`src/hdl/mmcs_pkg.sv`:
```
`timescale 1ns / 1ps
// ---------------------------------------------------------------------------
// mmcs_pkg
// Shared constants for the min/max contrast stretch block.
// ---------------------------------------------------------------------------
package mmcs_pkg;

   // Width of the gain register and of the stretched output sample.
   localparam int GAIN_BITS = 16;
   localparam int OUT_BITS  = 16;

   // Quotient bits are produced one per step; the step counter covers them.
   localparam int STEP_BITS = $clog2(OUT_BITS);

   localparam logic [GAIN_BITS-1:0] GAIN_RESET = 16'd255;

   // Request kind carried in tuser bit 0.
   localparam logic KIND_MEASURE = 1'b0;
   localparam logic KIND_SCALE   = 1'b1;

endpackage

```
`src/hdl/mmcs_minmax.sv`:
```
`timescale 1ns / 1ps
// ---------------------------------------------------------------------------
// mmcs_minmax
// Running frame minimum and maximum, both starting from zero.
// ---------------------------------------------------------------------------
module mmcs_minmax
   import mmcs_pkg::*;
#(
   parameter int SAMPLE_BITS = 16
) (
   input  logic                          clock,
   input  logic                          reset,
   input  logic                          fold,
   input  logic                          frame_start,
   input  logic signed [SAMPLE_BITS-1:0] sample,
   output logic signed [SAMPLE_BITS-1:0] minimum,
   output logic signed [SAMPLE_BITS-1:0] maximum
);

   logic signed [SAMPLE_BITS-1:0] min_ff;
   logic signed [SAMPLE_BITS-1:0] max_ff;
   logic signed [SAMPLE_BITS-1:0] min_base;
   logic signed [SAMPLE_BITS-1:0] max_base;
   logic signed [SAMPLE_BITS-1:0] min_in;
   logic signed [SAMPLE_BITS-1:0] max_in;

   // A frame start folds against zero instead of the old extremes.
   always_comb begin
      min_base = frame_start ? '0 : min_ff;
      max_base = frame_start ? '0 : max_ff;
      min_in   = (sample < min_base) ? sample : min_base;
      max_in   = (sample > max_base) ? sample : max_base;
   end

   always_ff @(posedge clock) begin
      if (reset) begin
         min_ff <= '0;
         max_ff <= '0;
      end else if (fold) begin
         min_ff <= min_in;
         max_ff <= max_in;
      end
   end

   assign minimum = min_ff;
   assign maximum = max_ff;

endmodule

```
`src/hdl/mmcs_divider.sv`:
```
`timescale 1ns / 1ps
// ---------------------------------------------------------------------------
// mmcs_divider
// Multiply by gain, then restoring division one quotient bit per cycle,
// saturating to the output width.
// ---------------------------------------------------------------------------
module mmcs_divider
   import mmcs_pkg::*;
#(
   parameter int SAMPLE_BITS = 16
) (
   input  logic                   clock,
   input  logic                   reset,
   input  logic                   start,
   input  logic [SAMPLE_BITS-1:0] numerator,
   input  logic [SAMPLE_BITS-1:0] divisor,
   input  logic [GAIN_BITS-1:0]   gain,
   output logic                   done,
   output logic [OUT_BITS-1:0]    quotient
);

   localparam int PROD_BITS = SAMPLE_BITS + GAIN_BITS;

   typedef enum logic [1:0] {
      DIV_IDLE,
      DIV_MUL,
      DIV_CHK,
      DIV_STEP
   } div_state_type;

   div_state_type          state_ff, state_in;
   logic                   done_ff, done_in;
   logic [SAMPLE_BITS-1:0] num_ff, num_in;
   logic [SAMPLE_BITS-1:0] div_ff, div_in;
   logic [GAIN_BITS-1:0]   gain_ff, gain_in;
   logic [PROD_BITS-1:0]   prod_ff, prod_in;
   logic [SAMPLE_BITS-1:0] rem_ff, rem_in;
   logic [OUT_BITS-1:0]    low_ff, low_in;
   logic [OUT_BITS-1:0]    quot_ff, quot_in;
   logic [STEP_BITS-1:0]   step_ff, step_in;
   logic [SAMPLE_BITS:0]   trial;
   logic [SAMPLE_BITS:0]   diff;

   // Shift in the next product bit and try a subtract; the carry out decides.
   assign trial = {rem_ff, low_ff[OUT_BITS-1]};
   assign diff  = trial - {1'b0, div_ff};

   always_comb begin
      state_in = state_ff;
      done_in  = 1'b0;
      num_in   = num_ff;
      div_in   = div_ff;
      gain_in  = gain_ff;
      prod_in  = prod_ff;
      rem_in   = rem_ff;
      low_in   = low_ff;
      quot_in  = quot_ff;
      step_in  = step_ff;
      case (state_ff)
         DIV_IDLE: begin
            if (start) begin
               num_in   = numerator;
               div_in   = divisor;
               gain_in  = gain;
               state_in = DIV_MUL;
            end
         end
         DIV_MUL: begin
            prod_in  = PROD_BITS'(num_ff) * PROD_BITS'(gain_ff);
            state_in = DIV_CHK;
         end
         DIV_CHK: begin
            // Upper product half at or above the divisor: quotient overflows.
            if (prod_ff[PROD_BITS-1:OUT_BITS] >= div_ff) begin
               quot_in  = '1;
               done_in  = 1'b1;
               state_in = DIV_IDLE;
            end else begin
               rem_in   = prod_ff[PROD_BITS-1:OUT_BITS];
               low_in   = prod_ff[OUT_BITS-1:0];
               quot_in  = '0;
               step_in  = '1;
               state_in = DIV_STEP;
            end
         end
         DIV_STEP: begin
            rem_in  = diff[SAMPLE_BITS] ? trial[SAMPLE_BITS-1:0] : diff[SAMPLE_BITS-1:0];
            quot_in = {quot_ff[OUT_BITS-2:0], ~diff[SAMPLE_BITS]};
            low_in  = {low_ff[OUT_BITS-2:0], 1'b0};
            step_in = step_ff - 1'b1;
            if (step_ff == '0) begin
               done_in  = 1'b1;
               state_in = DIV_IDLE;
            end
         end
         default: begin
            state_in = DIV_IDLE;
         end
      endcase
   end

   always_ff @(posedge clock) begin
      if (reset) begin
         state_ff <= DIV_IDLE;
         done_ff  <= 1'b0;
      end else begin
         state_ff <= state_in;
         done_ff  <= done_in;
      end
      num_ff  <= num_in;
      div_ff  <= div_in;
      gain_ff <= gain_in;
      prod_ff <= prod_in;
      rem_ff  <= rem_in;
      low_ff  <= low_in;
      quot_ff <= quot_in;
      step_ff <= step_in;
   end

   assign done     = done_ff;
   assign quotient = quot_ff;

endmodule

```
`src/hdl/min_max_contrast_stretch_top.sv`:
```
`timescale 1ns / 1ps
// ---------------------------------------------------------------------------
// min_max_contrast_stretch_top
// Two-pass min/max contrast stretch over a frame of signed samples.
// ---------------------------------------------------------------------------
// Send a frame twice. First pass: measure requests (tuser kind = 0) fold each
// sample into a running minimum and maximum that start at zero, so the range
// always includes zero; set frame_start on the first measure request of a
// frame to clear both first. A measure request produces no response and
// leaves the block ready for the next request. Second pass: each scale
// request (kind = 1) produces one response floor((sample - min) * gain /
// (max - min)), clamped to 0..65535. When max equals min the response is 0
// with range_empty set. A scale request occupies the block from acceptance
// until the next request can be taken: it forms the range and offset, does
// the gain multiply and the overflow check, runs the restoring divider (one
// quotient bit per cycle through a single shared subtractor), and hands the
// result to the response register once that register is free. Requests
// whose result is known early (empty range, sample at or below the minimum)
// skip the divider; a quotient that overflows is caught at the check and
// saturates. The response register decouples the two sides: a new request
// is accepted while the previous response still waits for rsp_tready.
// Write the gain on the csr port only while no request is in flight.
// ---------------------------------------------------------------------------
module min_max_contrast_stretch_top
   import mmcs_pkg::*;
#(
   parameter int SAMPLE_BITS = 16,
   localparam int REQ_DATA_BITS = ((SAMPLE_BITS + 7) / 8) * 8
) (
   input  logic                        clock,
   input  logic                        reset,
   // Request channel
   input  logic                        req_tvalid,
   output logic                        req_tready,
   input  logic [REQ_DATA_BITS-1:0]    req_tdata,   // [SAMPLE_BITS-1:0] sample
   input  logic [1:0]                  req_tuser,   // [0] kind, [1] frame_start
   // Response channel
   output logic                        rsp_tvalid,
   input  logic                        rsp_tready,
   output logic [OUT_BITS-1:0]         rsp_tdata,   // [15:0] scaled_sample
   output logic                        rsp_tuser,   // [0] range_empty
   // Gain register write
   input  logic                        csr_valid,
   output logic                        csr_ready,
   input  logic [GAIN_BITS-1:0]        csr_data
);

   typedef enum logic [1:0] {
      ST_IDLE,
      ST_PREP,
      ST_WAIT,
      ST_PUT
   } state_type;

   state_type                      state_ff, state_in;
   logic [GAIN_BITS-1:0]           gain_ff, gain_in;
   logic signed [SAMPLE_BITS-1:0]  sample_ff, sample_in;
   logic [OUT_BITS-1:0]            result_ff, result_in;
   logic                           empty_ff, empty_in;
   logic                           rsp_valid_ff, rsp_valid_in;
   logic [OUT_BITS-1:0]            rsp_data_ff, rsp_data_in;
   logic                           rsp_empty_ff, rsp_empty_in;

   logic                           req_take;
   logic                           fold;
   logic signed [SAMPLE_BITS-1:0]  req_sample;
   logic signed [SAMPLE_BITS-1:0]  frame_min;
   logic signed [SAMPLE_BITS-1:0]  frame_max;
   logic [SAMPLE_BITS:0]           range_wide;
   logic [SAMPLE_BITS:0]           offset_wide;
   logic                           range_zero;
   logic                           offset_pos;
   logic                           div_start;
   logic                           div_done;
   logic [OUT_BITS-1:0]            div_quot;

   assign req_tready = (state_ff == ST_IDLE);
   assign req_take   = req_tvalid && req_tready;
   assign req_sample = req_tdata[SAMPLE_BITS-1:0];
   assign fold       = req_take && (req_tuser[0] == KIND_MEASURE);
   assign csr_ready  = 1'b1;

   mmcs_minmax #(
      .SAMPLE_BITS (SAMPLE_BITS)
   ) u_minmax (
      .clock       (clock),
      .reset       (reset),
      .fold        (fold),
      .frame_start (req_tuser[1]),
      .sample      (req_sample),
      .minimum     (frame_min),
      .maximum     (frame_max)
   );

   // Range is max - min, never negative since min <= 0 <= max; the offset
   // sample - min is one bit wider and may go negative.
   assign range_wide  = {frame_max[SAMPLE_BITS-1], frame_max}
                        - {frame_min[SAMPLE_BITS-1], frame_min};
   assign offset_wide = {sample_ff[SAMPLE_BITS-1], sample_ff}
                        - {frame_min[SAMPLE_BITS-1], frame_min};
   assign range_zero  = (range_wide == '0);
   assign offset_pos  = !offset_wide[SAMPLE_BITS] && (offset_wide != '0);
   assign div_start   = (state_ff == ST_PREP) && !range_zero && offset_pos;

   mmcs_divider #(
      .SAMPLE_BITS (SAMPLE_BITS)
   ) u_divider (
      .clock     (clock),
      .reset     (reset),
      .start     (div_start),
      .numerator (offset_wide[SAMPLE_BITS-1:0]),
      .divisor   (range_wide[SAMPLE_BITS-1:0]),
      .gain      (gain_ff),
      .done      (div_done),
      .quotient  (div_quot)
   );

   always_comb begin
      state_in     = state_ff;
      gain_in      = gain_ff;
      sample_in    = sample_ff;
      result_in    = result_ff;
      empty_in     = empty_ff;
      rsp_valid_in = rsp_valid_ff;
      rsp_data_in  = rsp_data_ff;
      rsp_empty_in = rsp_empty_ff;

      if (csr_valid) begin
         gain_in = csr_data;
      end

      // Drop the response once the sink has taken it.
      if (rsp_valid_ff && rsp_tready) begin
         rsp_valid_in = 1'b0;
      end

      case (state_ff)
         ST_IDLE: begin
            // Measure requests are folded in place; hold scale samples.
            if (req_take && (req_tuser[0] == KIND_SCALE)) begin
               sample_in = req_sample;
               state_in  = ST_PREP;
            end
         end
         ST_PREP: begin
            empty_in  = range_zero;
            result_in = '0;
            if (div_start) begin
               state_in = ST_WAIT;
            end else begin
               state_in = ST_PUT;
            end
         end
         ST_WAIT: begin
            if (div_done) begin
               result_in = div_quot;
               state_in  = ST_PUT;
            end
         end
         ST_PUT: begin
            // Advance into the response register once it is free.
            if (!rsp_valid_ff || rsp_tready) begin
               rsp_valid_in = 1'b1;
               rsp_data_in  = result_ff;
               rsp_empty_in = empty_ff;
               state_in     = ST_IDLE;
            end
         end
         default: begin
            state_in = ST_IDLE;
         end
      endcase
   end

   always_ff @(posedge clock) begin
      if (reset) begin
         state_ff     <= ST_IDLE;
         gain_ff      <= GAIN_RESET;
         rsp_valid_ff <= 1'b0;
      end else begin
         state_ff     <= state_in;
         gain_ff      <= gain_in;
         rsp_valid_ff <= rsp_valid_in;
      end
      sample_ff    <= sample_in;
      result_ff    <= result_in;
      empty_ff     <= empty_in;
      rsp_data_ff  <= rsp_data_in;
      rsp_empty_ff <= rsp_empty_in;
   end

   assign rsp_tvalid = rsp_valid_ff;
   assign rsp_tdata  = rsp_data_ff;
   assign rsp_tuser  = rsp_empty_ff;

endmodule

```
`config.mk`:
```
export PLATFORM = sky130hd
export DESIGN_NAME = min_max_contrast_stretch_top
export DESIGN_NICKNAME = d
export VERILOG_FILES = /design/src/hdl/mmcs_pkg.sv /design/src/hdl/mmcs_minmax.sv /design/src/hdl/mmcs_divider.sv /design/src/hdl/min_max_contrast_stretch_top.sv
export SDC_FILE = /design/constraint.sdc
export NUM_CORES = 1
export LEC_CHECK = 0
export BUFFER_PORTS_ARGS = -buffer_cell sky130_fd_sc_hd__buf_2
export CORE_ASPECT_RATIO = 2
export CORE_UTILIZATION = 45
export DETAILED_ROUTE_END_ITERATION = 16
export SLEW_MARGIN = 0
export SYNTH_ARGS = -nofsm -noshare
export SYNTH_HDL_FRONTEND = slang
export SYNTH_HIERARCHICAL = 1
export SYNTH_SLANG_ARGS = --single-unit
```
`constraint.sdc`:
```
create_clock -name clock -period 9.6 [get_ports clock]
set_clock_uncertainty 0.05 [all_clocks]
set_input_delay 0.96 -clock clock [delete_from_list [all_inputs] [get_ports clock]]
set_output_delay 0.96 -clock clock [all_outputs]
set_load 0.03 [all_outputs]
```
==> metrics.md <==
| Metric | Value |
|---|---|
| Nets | 2541 |
| Drt via density | 5.57 |
| Post-CTS sizing | 0 |
| Hold WC Path Type | register to register |
| Syn_area_per_cell | 10.1 µm² |
| Setup crit end | u_divider/prod_ff[30] |
| Per-cell routed wire length | 21.1 µm |
| GRT Util Overall | 0.247 |
| Starting Density | 0.457 |
| Critical path startpoint | u_divider/num_ff[10] |
| Rows | 111 |
| Critical Path End Type | register |
| Commonest non-fill, non-tap cell in the layout | inv_1 |
| CP arrival | 6910 ps |
| Cell family with most CP delay | adder cells |
| Area of the multi-input gates | 13000 µm² |
| Postcts setup bufs | 0 |
| WP buf/inv | 1 |
| Final ANT Viol Nets | 0 |
| FF-to-FF End | u_divider/prod_ff[30] |
| Top post-synthesis cells by area | edfxtp_1, fa_1, ha_1 |
| Num ports | 59 |
| Least-Margin Pin Slew | 1180 ps |
| Critical-path cell list | nand2_1 > fa_1 > fa_1 > fa_1 > fa_1 > inv_1 > fa_1 > fa_1 > ha_1 > and3_1 > a221o_1 > a41o_1 > a31oi_1 > o2111ai_1 > a31o_2 > xor2_1 |
| R2R Path Start | u_divider/num_ff[10] |
| Synth area leader | edfxtp_1 |
| Period utilisation layout | 0.693 |
| Post-DP HPWL | 45.7 mm |
| Startpoint types | register |
| Cell count along the critical path | 16 |
| # setup viols final | 0 |
| Syn_nets | 2519 |
| Total negative slack | 0 ps |
| Slew Viols, Final | 0 |
| Root buf cell | clkbuf_16 |
| GR Overflow Total | 0 |
| CP most frequent cell | fa_1 |
| Reg area | 6550 µm² |
| Finished Cell Area | 22500 µm² |
| Critical path type | register to register |
| Slew HR | 0.216 |
| Seq/Total Area, Yosys | 0.313 |
| Flop-to-flop setup slack | 2950 ps |
| Port bufs | 57 |
| Gpl congestion | 0.894 |
| Status | complete, no violations |
| Final Core Density | 0.491 |
| Max stage delay on crit path | 790 ps |
| 1st-iter DRT viols | 499 |
| TritonCTS Buffers | 23 |
| First-pass GRT wire length | 87.8 mm |
| Final hold vios | 0 |
| Slowest-stage cell, CP | edfxtp_1 |
| CTS sink cnt | between 200 and 250 |
| Total number of vias | 14944 |
| Total die area | 47500 µm² |
| Routed wire length | 56.6 mm |
| Placed cell areas | 21700 µm² |
| H-tree levels | 1 |
| Minimum clock period | 6650 ps |
| Ys flop type | edfxtp_1 |
| Synth warnings | 6 |
| Initial antenna violation count | 1 |
| CTS tree | done |
| Syn Std Cell Area | 20900 µm² |
| EDFF count, synth | 182 |
| Top-area cell type share of the netlist area | 0.261 |
| Vias in the first global route | 15939 |
| Clock buffer depth | 3 |
| FMAX | around 150 MHz |
| Commonest non-fill, non-tap cells in the layout | inv_1, nand2_1, ha_1 |
| Flops & latches, synth | 236 |
| R2R cell count | 16 |
| RSZ-0062 raised after global routing | false |
| Largest net degree at the start of global routing | 49 |
| Post-CTS Hold Buffers | 0 |
| Distinct cell type count after synthesis | 80 |
| Fillcell total | 4312 |
| Core Area | 45800 µm² |
| Layout cells sized above 1 | 0.0685 |
| Critical path required time | approximately 9900 ps |
| Reg clk slew, reported paths | 70 ps |
| Area delta synth->final | 7.42% |
| Die Ht | 307 µm |
| TritonRoute pass-1 iters | 5 |
| Die width | 155 µm |
| Cell count after synthesis | between 2000 and 2500 |
| Synth async-reset ratio | 0 |
| Max Fanout on Critical Path | 16 |
| Antenna cells | 0 |
| # Max-Cap Violations | 0 |
| Clock latency on the worst-skew pair | 570 ps |
| DRC | 0 |
## synthesized netlist by cell type (4+ instances only)
cell	n
nor2b_1	25
o31ai_1	4
buf_6	5
inv_1	290
mux2i_1	38
and2_1	152
edfxtp_1	182
nor4bb_1	4
xnor2_1	45
a22o_2	7
nand3_1	10
a2111o_1	4
o221ai_1	4
o21a_1	7
o31a_1	4
or3_1	4
a21oi_1	78
nor3_1	13
a211oi_1	18
a31oi_1	11
o21bai_1	5
o21ai_0	49
nand2_1	287
nand2b_1	31
o211a_1	5
dfxtp_1	54
nor2_1	57
nand4_1	18
a21o_1	59
fa_1	197
o211ai_1	16
ha_1	204
xor2_1	21
a22o_1	10
nor4_1	4
clkbuf_1	58
or2_2	8
and3_1	12
o22ai_1	4
a211o_1	13
## layout make-up
type                       count  area share
sequential                   236       0.291
clock inverter                17     0.00873
tap                          565      0.0314
inverter                     290      0.0484
clock buffer                  24      0.0257
timing repair buffer          67      0.0160
multi-input combinational   1483       0.579
## kinds of logic (layout without fill, tap and decap cells)
group	Yosys count	count (layout)	share of synthesized area
buf+inv	360	398	0.0668
simple gates	642	642	0.152
xor+xnor	66	66	0.0276
fa+ha+maj	401	401	0.310
compound gates	333	333	0.111
other cells	1	1	0.000179
flops	236	236	0.313
mux	40	40	0.0192
## worst register-to-register path, delay by kind of cell, from the launching register on
kind	cells	cell delay, ps
AOI/OAI and AO/OA	5	1480
xor gates and xnor gates	1	140
adders and majority gates	7	3490
buffers and inverters	1	50
DFF	1	790
and+or+nand+nor	2	400
## worst min-delay path by stage
stage | startpoint | end | slack (ps) | depth (start not counted)
3_5_place_dp | result_ff[12] | rsp_tdata[12] | 350 | 0
3_3_place_gp | result_ff[2] | rsp_tdata[2] | 350 | 0
5_1_grt | result_ff[15] | rsp_tdata[15] | 370 | 0
4_1_cts | result_ff[15] | rsp_tdata[15] | 370 | 0
2_1_floorplan | result_ff[0] | rsp_tdata[0] | 350 | 0
6_report | result_ff[1] | rsp_tdata[1] | 370 | 0
## state kept, by name (all words and copies together) (netlist names), 2 cells and up
signal / count
u_minmax/maximum: 16
u_divider/low_ff: 16
gain_ff: 16
rsp_tdata: 16
u_divider/state_ff: 2
state_ff: 2
u_divider/num_ff: 16
u_minmax/minimum: 16
u_divider/gain_ff: 16
sample_ff: 16
u_divider/prod_ff: 32
u_divider/step_ff: 4
u_divider/div_ff: 16
u_divider/quotient: 16
result_ff: 16
u_divider/rem_ff: 16
## per-layer routing
| layer | wire (µm) | up-vias | global-route usage |
|---|---|---|---|
| met5 | 0 | - | 0 |
| met4 | 5420 | 0 | 0.208 |
| met3 | 1420 | 159 | 0.0186 |
| met2 | 32200 | 321 | 0.488 |
| met1 | 17600 | 7465 | 0.224 |
| li1 | - | 6999 | - |
## stage by stage
stage	std cells	hold slack (ps)	setup WS, ps
6_report	2682	369	2950
5_1_grt	2682	373	2660
4_1_cts	2682	370	3010
3_5_place_dp	2641	355	3030
3_3_place_gp	2641	352	3120
2_1_floorplan	2079	350	3660
Power is not shown: default switching activity piles up to over one toggle a cycle in this logic, so the estimate is an artifact.
